File: src/great_circle_distance_assert.svh
// ----------------------------------------------------------------------------
// great_circle_distance_assert
// assertion macros shared by the block
// ----------------------------------------------------------------------------
`ifndef GREAT_CIRCLE_DISTANCE_ASSERT_SVH
`define GREAT_CIRCLE_DISTANCE_ASSERT_SVH

// same-cycle implication
`define GCD_ASSERT_IMP(lbl, ante, cons) \
	lbl: assert property (@(posedge clk) disable iff (!arst_n) (ante) |-> (cons)) \
		else $error("great_circle_distance assertion failed");

// next-cycle implication
`define GCD_ASSERT_NXT(lbl, ante, cons) \
	lbl: assert property (@(posedge clk) disable iff (!arst_n) (ante) |=> (cons)) \
		else $error("great_circle_distance assertion failed");

`endif

File: src/gcd_pkg.sv
// ----------------------------------------------------------------------------
// gcd_pkg
// constants, tables and helpers of the great-circle distance pipeline
// ----------------------------------------------------------------------------
package gcd_pkg;

	localparam int CORDIC_STEPS = 24;
	localparam int ANGLE_FRACTION_BITS = 23;

	localparam int STEPS = (CORDIC_STEPS > 32) ? 32 : CORDIC_STEPS;
	localparam int DROP = 23 - ANGLE_FRACTION_BITS;
	localparam logic [32:0] QMASK = ~((33'd1 << DROP) - 33'd1);

	// datapath widths: trig values, vectoring x/y
	localparam int RW = 34;
	localparam int AW = 36;

	localparam logic [31:0] GAIN_INV = 32'h26DD3B6A;
	localparam logic [31:0] HALF_PI = 32'd1686629713;
	localparam logic [31:0] PI_RAD_K = 32'hC90FDAA2;
	// ceil(2^45 / 45), exact floor division of 39-bit values by 45
	localparam logic [39:0] RECIP45 = 40'd781874935308;
	localparam logic [22:0] RADIUS_RESET = 23'd6372795;

	localparam logic REG_RADIUS = 1'b0;

	localparam int SC_LAT = STEPS + 5;
	localparam int SQ_LAT = 32;
	localparam int AT_LAT = STEPS + 1;
	localparam int LAT = 1 + SC_LAT + 4 + SQ_LAT + AT_LAT + 2;

	localparam logic [31:0] ATAN_TAB [0:31] = '{
		32'h3243F6A8, 32'h1DAC6705, 32'h0FADBAFC, 32'h07F56EA6, 32'h03FEAB76, 32'h01FFD55B,
		32'h00FFFAAA, 32'h007FFF55, 32'h003FFFEA, 32'h001FFFFD, 32'h000FFFFF, 32'h0007FFFF,
		32'h0003FFFF, 32'h0001FFFF, 32'h0000FFFF, 32'h00007FFF, 32'h00003FFF, 32'h00001FFF,
		32'h00000FFF, 32'h000007FF, 32'h000003FF, 32'h000001FF, 32'h000000FF, 32'h0000007F,
		32'h0000003F, 32'h0000001F, 32'h0000000F, 32'h00000008, 32'h00000004, 32'h00000002,
		32'h00000001, 32'h00000000
	};

	// q30 product, floored
	function automatic logic signed [RW-1:0] mul30(input logic signed [RW-1:0] a,
			input logic signed [RW-1:0] b);
		logic signed [2*RW-1:0] p;
		p = a * b;
		return RW'(p >>> 30);
	endfunction

endpackage

File: src/gcd_isqrt.sv
// ----------------------------------------------------------------------------
// gcd_isqrt
// pipelined integer square root, one result bit per stage
// ----------------------------------------------------------------------------
module gcd_isqrt import gcd_pkg::*; (
	input  logic                 clk,
	input  logic                 arst_n,
	input  logic                 in_valid,
	input  logic [63:0]          radicand,
	input  logic signed [RW-1:0] side_in,
	output logic                 out_valid,
	output logic [31:0]          root,
	output logic signed [RW-1:0] side_out
);

	logic [63:0]          rem_s  [0:32];
	logic [63:0]          res_s  [0:32];
	logic signed [RW-1:0] side_s [0:32];
	logic                 v_s    [0:32];

	assign rem_s[0] = radicand;
	assign res_s[0] = '0;
	assign side_s[0] = side_in;
	assign v_s[0] = in_valid;

	for (genvar k = 0; k < 32; k++) begin : g_stage
		localparam logic [63:0] BIT = 64'd1 << (62 - 2 * k);
		logic [63:0] trial;
		assign trial = res_s[k] + BIT;

		always_ff @(posedge clk or negedge arst_n) begin
			if (!arst_n) begin
				v_s[k+1] <= 1'b0;
			end else begin
				v_s[k+1] <= v_s[k];
			end
		end

		always_ff @(posedge clk) begin
			if (rem_s[k] >= trial) begin
				rem_s[k+1] <= rem_s[k] - trial;
				res_s[k+1] <= (res_s[k] >> 1) + BIT;
			end else begin
				rem_s[k+1] <= rem_s[k];
				res_s[k+1] <= res_s[k] >> 1;
			end
			side_s[k+1] <= side_s[k];
		end
	end

	assign out_valid = v_s[32];
	assign root = res_s[32][31:0];
	assign side_out = side_s[32];

endmodule

File: config.mk
export PLATFORM = sky130hd
export DESIGN_NAME = gcd_isqrt
export DESIGN_NICKNAME = d
export VERILOG_FILES = /design/src/great_circle_distance_assert.svh /design/src/gcd_pkg.sv /design/src/gcd_isqrt.sv
export SDC_FILE = /design/constraint.sdc
export NUM_CORES = 2
export LEC_CHECK = 0
export CAP_MARGIN = 20
export CORE_MARGIN = 8
export CORE_UTILIZATION = 30
export CTS_CLUSTER_SIZE = 30
export DETAILED_ROUTE_END_ITERATION = 10
export DONT_BUFFER_PORTS = 1
export PLACE_DENSITY_LB_ADDON = 0.25
export SLEW_MARGIN = 20
export SYNTH_ARGS = -nofsm -noshare
export SYNTH_HDL_FRONTEND = slang
export SYNTH_SLANG_ARGS = --single-unit
export TNS_END_PERCENT = 30
File: constraint.sdc
create_clock -name clk -period 4 [get_ports clk]
set_clock_uncertainty 0.15 [all_clocks]
set_input_delay 0.2 -clock clk [delete_from_list [all_inputs] [get_ports clk]]
set_output_delay 0.2 -clock clk [all_outputs]
set_load 0.01 [all_outputs]
; ---- After elaboration in Yosys (flattened, before gate mapping)
; Index checks and enable logic that the tools add are counted.
[word_totals]
output_inout_bits = 67
regBits = 5119
[classes]
n_addsub = 93
n_mux = 63
n_lt_le_gt_ge = 32
[op_table]
columns = operator, count
row1 = $ge 64x64->1, 31
row2 = $mux 64, 31
row3 = $mux 63, 31
row4 = $sub 64x64->64, 30
row5 = $add 63x11->64 const B, 1
row6 = $add 63x13->64 const B, 1
row7 = $add 63x15->64 const B, 1
row8 = $add 63x17->64 const B, 1
row9 = $add 63x19->64 const B, 1
row10 = $add 63x21->64 const B, 1
row11 = $add 63x23->64 const B, 1
row12 = $add 63x25->64 const B, 1
row13 = $add 63x27->64 const B, 1
row14 = $add 63x29->64 const B, 1
row15 = $add 63x3->64 const B, 1
row16 = $add 63x31->64 const B, 1
row17 = $add 63x33->64 const B, 1
row18 = $add 63x35->64 const B, 1
row19 = $add 63x37->64 const B, 1
row20 = $add 63x39->64 const B, 1
row21 = $add 63x41->64 const B, 1
row22 = $add 63x43->64 const B, 1
row23 = $add 63x45->64 const B, 1
row24 = $add 63x47->64 const B, 1
row25 = other kinds (45), 45

; ---- Logic depth before layout (Yosys ltp)
[depth]
word_depth = 3
mapped_depth = 15

; ---- Worst setup path before layout
; OpenSTA, ideal clock, no wires.
[synth_path]
path_kind = reg2reg
startpoint = reg res_s[349] (netlist bit)
endpoint = reg rem_s[318] (netlist bit)
path_stages_with_launch = 14
arrival_time_ps = 3332
required_ps = 3731
synth_period_minus_slack_ps = 3601
setup_ps = 119
setup_slack_ps = 399
cell_sequence = dfxtp_1 -> inv_1 -> ha_1 -> clkbuf_1 -> nand4_1 -> or2_2 -> or4_1 -> o21ai_0 -> nor4_2 -> and2_1 -> buf_4 -> nor4b_1 -> nand2b_1 -> xnor2_1
[synth_between]
elab_chain_len = 3
[synth_rtl]
columns = item, line
row1 = from (decl), gcd_isqrt.sv:17  ; logic [63:0] res_s [0:32];
row2 = "from (signal, indexed assignment)", gcd_isqrt.sv:42  ; res_s[k+1] <= (res_s[k] >> 1) + BIT;
row3 = "from (signal, indexed assignment)", gcd_isqrt.sv:45  ; res_s[k+1] <= res_s[k] >> 1;
row4 = $add 64x9->64 *, gcd_isqrt.sv:29  ; assign trial = res_s[k] + BIT;
row5 = $sub 64x64->64 / $ge 64x64->1 (equally long branches), "gcd_isqrt.sv:41, gcd_isqrt.sv:40"
row6 = $mux 64 *, gcd_isqrt.sv:40  ; if (rem_s[k] >= trial) begin
row7 = "to (signal, indexed assignment)", gcd_isqrt.sv:41  ; rem_s[k+1] <= rem_s[k] - trial;
row8 = "to (signal, indexed assignment)", gcd_isqrt.sv:44  ; rem_s[k+1] <= rem_s[k];
row9 = to (decl), gcd_isqrt.sv:16  ; logic [63:0] rem_s [0:32];
; Every way passes the cells marked *; elsewhere a longest branch is shown, timed or not.
; A chain may end at the register's enable or synchronous reset.

; ---- Worst setup path after layout
[layout_path]
startpoint = reg rem_s[436] (netlist bit)
endpoint = reg rem_s[353] (netlist bit)
[layout_between]
elab_chain_len = 2
[layout_rtl]
columns = item, line
row1 = $ge 64x64->1, gcd_isqrt.sv:40
row2 = $mux 64, gcd_isqrt.sv:40
; No other way between the ends.

==> reports/metrics.csv <==
stage,metric,value,unit
sta,setup TNS,0,ps
final_layout,proportion of layout cells with a drive suffix above 1,0.0997,
flow_run,Max Cap Viol,0,
synthesis,Mapped Cells,10708,
hold_path,number of stages on the worst hold path,0,
synthesis,sequential fraction of the synthesis area,0.618,
clock_network,Worst-Skew Late Latency,990,ps
setup_path,Critical Path Fanout Max,51,
final_layout,final instance count without filler cells,16960,
clock_network,CTS sink count,3632,
global_routing,via count of the first global-routing pass,75729,
placement,PortBufs,0,
synthesis,flip-flop and latch count after synthesis,3632,
synthesis,commonest cells in the synthesized netlist,"sky130_fd_sc_hd__dfxtp_1, sky130_fd_sc_hd__inv_1, sky130_fd_sc_hd__nor2_1",
clock_network,Clock transition at path regs,60,ps
setup_path,critical setup path kind,flip-flop to flip-flop,
sta,Final min period,3840,ps
clock_network,total number of H-tree levels,5,
clock_network,maximum clock insertion buffer count,4,
synthesis,cell type with the largest total area after synthesis,sky130_fd_sc_hd__dfxtp_1,
sta,Peak Freq,0.260,GHz
synthesis,flip-flop cell with the highest count after synthesis,sky130_fd_sc_hd__dfxtp_1,
synthesis,share of synthesized flip-flops with an asynchronous set or reset,0.00881,
drt,count of TritonRoute iterations in the first routing pass,5,
synthesis,most common cell in the netlist,sky130_fd_sc_hd__dfxtp_1,
pwr,post-route total power,102,mW
sta,Setup-failing EPs final,0,
setup_path,worst path required time,4640,ps
floorplanning,Die Span Y,643,um
synthesis,Post-Syn Area,118000,um^2
floorplanning,initial standard-cell utilization of the core,0.301,
placement,placed cell count,16039,
sta,RSZ-0062 raised after global routing,true,
sta,max-slew violation count,0,
synthesis,number of flops mapped to enable cells by yosys,0,
pwr,leakage power summed over all cells,63.0,nW
synthesis,number of unique standard cell types used by synthesis,87,
drt,number of nets with antenna violations after routing,0,
status,run status,"complete, no violations",
global_routing,aggregate global routing overflow,0,
placement,HPWL after detailed placement,193,mm
placement,GP Congestion,0.844,
setup_path,CP endpoint kind,flip-flop,
pwr,worst ir drop on vdd,0.000439,V
setup_path,depth of the most critical reg-to-reg path,9,
final_layout,signed area change from the synthesized netlist to the final layout,19.9,%
drt,count of unresolved DRC violations after routing,0,
pwr,cell area power density,720,nW/um^2
floorplanning,core area,392000,um^2
sta,worst rel slew slack,0.302,
synthesis,biggest area contributors in the synthesized netlist,"sky130_fd_sc_hd__dfxtp_1, sky130_fd_sc_hd__ha_1, sky130_fd_sc_hd__xnor2_1",
clock_network,buffer type at the clock tree root,sky130_fd_sc_hd__clkbuf_16,
synthesis,nets in the synthesized netlist,11367,
hold_path,worst hold path type,flip-flop to flip-flop,
floorplanning,Die Outline Area,413000,um^2
sta,worst hold slack after final layout,86.1,ps
final_layout,Layout Nets,12060,
clock_network,Inserted Clock Buffers,375,
setup_path,launching element type of the critical path,flip-flop,
sta,Final period util,0.960,
drt,vias per cell,4.33,
setup_path,data arrival time of the worst path,4480,ps
placement,"worst slack, placed",-162,ps
sta,slew at the pin with the worst max-slew slack,1040,ps
floorplanning,Site Rows,230,
drt,DRC marker count from the first detailed-route iteration,3085,
floorplanning,Chip Width,643,um
drt,via count,73493,
synthesis,area share of the leading cell type in the synthesized netlist,0.611,
sta,min setup slack post-route,161,ps
global_routing,largest net degree at the start of global routing,55,
global_routing,initial antenna violation count,5,
final_layout,fill cell count,38791,
floorplanning,IO Count,168,
synthesis,Mean Syn Cell Area,11.0,um^2
clock_network,TritonCTS clock tree,built,
drt,wire length after detailed routing,255,mm
global_routing,first-pass GRT wire length,404,mm
sta,final hold violation count,0,
drt,WL/cell,15.0,um
synthesis,number of synthesis warnings,0,
global_routing,total track usage,0.119,
cell usage in the layout, fill, tap and decap left out, types with 63 or more instances in the layout:
cell                               n
sky130_fd_sc_hd__nor4_1          324
sky130_fd_sc_hd__clkbuf_8         77
sky130_fd_sc_hd__o21a_1           93
sky130_fd_sc_hd__nor2_1          662
sky130_fd_sc_hd__a21oi_1         583
sky130_fd_sc_hd__nand2_1         585
sky130_fd_sc_hd__clkbuf_1         65
sky130_fd_sc_hd__xor2_1          434
sky130_fd_sc_hd__nor2b_1          71
sky130_fd_sc_hd__or3_1           107
sky130_fd_sc_hd__inv_1           692
sky130_fd_sc_hd__dfxtp_1        3599
sky130_fd_sc_hd__nand4_1         146
sky130_fd_sc_hd__a21o_1          267
sky130_fd_sc_hd__nand3_1         166
sky130_fd_sc_hd__buf_4           341
sky130_fd_sc_hd__clkinv_2         71
sky130_fd_sc_hd__o21ai_0         414
sky130_fd_sc_hd__or4_1            63
sky130_fd_sc_hd__dlygate4sd3_1   203
sky130_fd_sc_hd__xnor2_1         444
sky130_fd_sc_hd__nand2b_1        113
sky130_fd_sc_hd__clkbuf_16       375
sky130_fd_sc_hd__ha_1            558
sky130_fd_sc_hd__mux2_2           86
sky130_fd_sc_hd__nor3_1          261
where the power goes:
group / leakage, nW / internal (mW) / switching, mW
clock network: 6.29 / 20.9 / 14.3
logic: 26.1 / 9.02 / 10.5
registers: 30.6 / 42.5 / 4.59
total: 63.0 / 72.4 / 29.4
cell families (layout without fill, tap and decap cells):
family,Yosys count,in the layout,share of synthesized area
flops,3632,3632,0.618
simple gates,2805,2805,0.122
compound gates,1804,1804,0.0953
buf+inv,936,1926,0.0313
xor+xnor,878,878,0.0652
fa+ha+maj,558,558,0.0592
mux,95,95,0.00898
other cells,0,42,0
flip-flops by register name, summed over array words and instances, names as in the netlist:
| register | cells |
|---|---|
| res_s | 496 |
| rem_s | 1984 |
| v_s | 31 |
| out_valid | 1 |
| side_s | 1054 |
| root | 32 |
| side_out | 34 |
area by class of cell:
cell class | count | area (um^2) | share of cell area
Multi-Input combinational cell | 6140 | 41600 | 0.294
Clock buffer | 517 | 10700 | 0.0756
Sequential cell | 3632 | 72900 | 0.515
Clock inverter | 157 | 2150 | 0.0152
Antenna cell | 42 | 105 | 0.000743
Timing Repair Buffer | 558 | 4860 | 0.0344
Tap cell | 5220 | 6530 | 0.0462
Inverter | 694 | 2610 | 0.0184
repair_timing:
action                                  in CTS  in global routing
hold buffers                               205                  0
setup buffers                                0                  0
endpoints found under the setup margin      13                 51
hold endpoints to repair                   132                  0
gates resized for setup                      3                 22
pin swaps                                    0                  3
final timing paths:
kind	startpoint	to	slack, ps
hold reg to reg	side_s[392]	side_s[358]	90
max in group asynchronous	arst_n	v_s[3]	3290
setup / recovery	rem_s[436]	rem_s[353]	160
min in group asynchronous	arst_n	v_s[31]	230
hold / removal	side_s[392]	side_s[358]	90
setup reg to reg	rem_s[436]	rem_s[353]	160
layer usage:
layer  share of wire  vias up  GRT usage
li1                -    38242          -
met1            0.41    33679      0.128
met2            0.51      992      0.226
met3           0.031      580     0.0189
met4           0.047        0     0.0530
met5               0        -          0
critical path: stages, from the launching register on:
cell,delay [ps]
sky130_fd_sc_hd__dfxtp_1,320
sky130_fd_sc_hd__or4_4,530
sky130_fd_sc_hd__or4_4,430
sky130_fd_sc_hd__or4_1,450
sky130_fd_sc_hd__or3_4,370
sky130_fd_sc_hd__or3_4,410
sky130_fd_sc_hd__nor3_4,320
sky130_fd_sc_hd__buf_6,340
sky130_fd_sc_hd__inv_1,140
sky130_fd_sc_hd__mux2_2,280
stage by stage:
stage | area, um^2 | util
2_1_floorplan | 118000 | -
5_1_grt | 141000 | 0.361
3_3_place_gp | 126000 | 0.322
4_1_cts | 141000 | 0.360
3_5_place_dp | 126000 | 0.322
6_report | 141000 | 0.361
(Power assumes the default switching activity.)
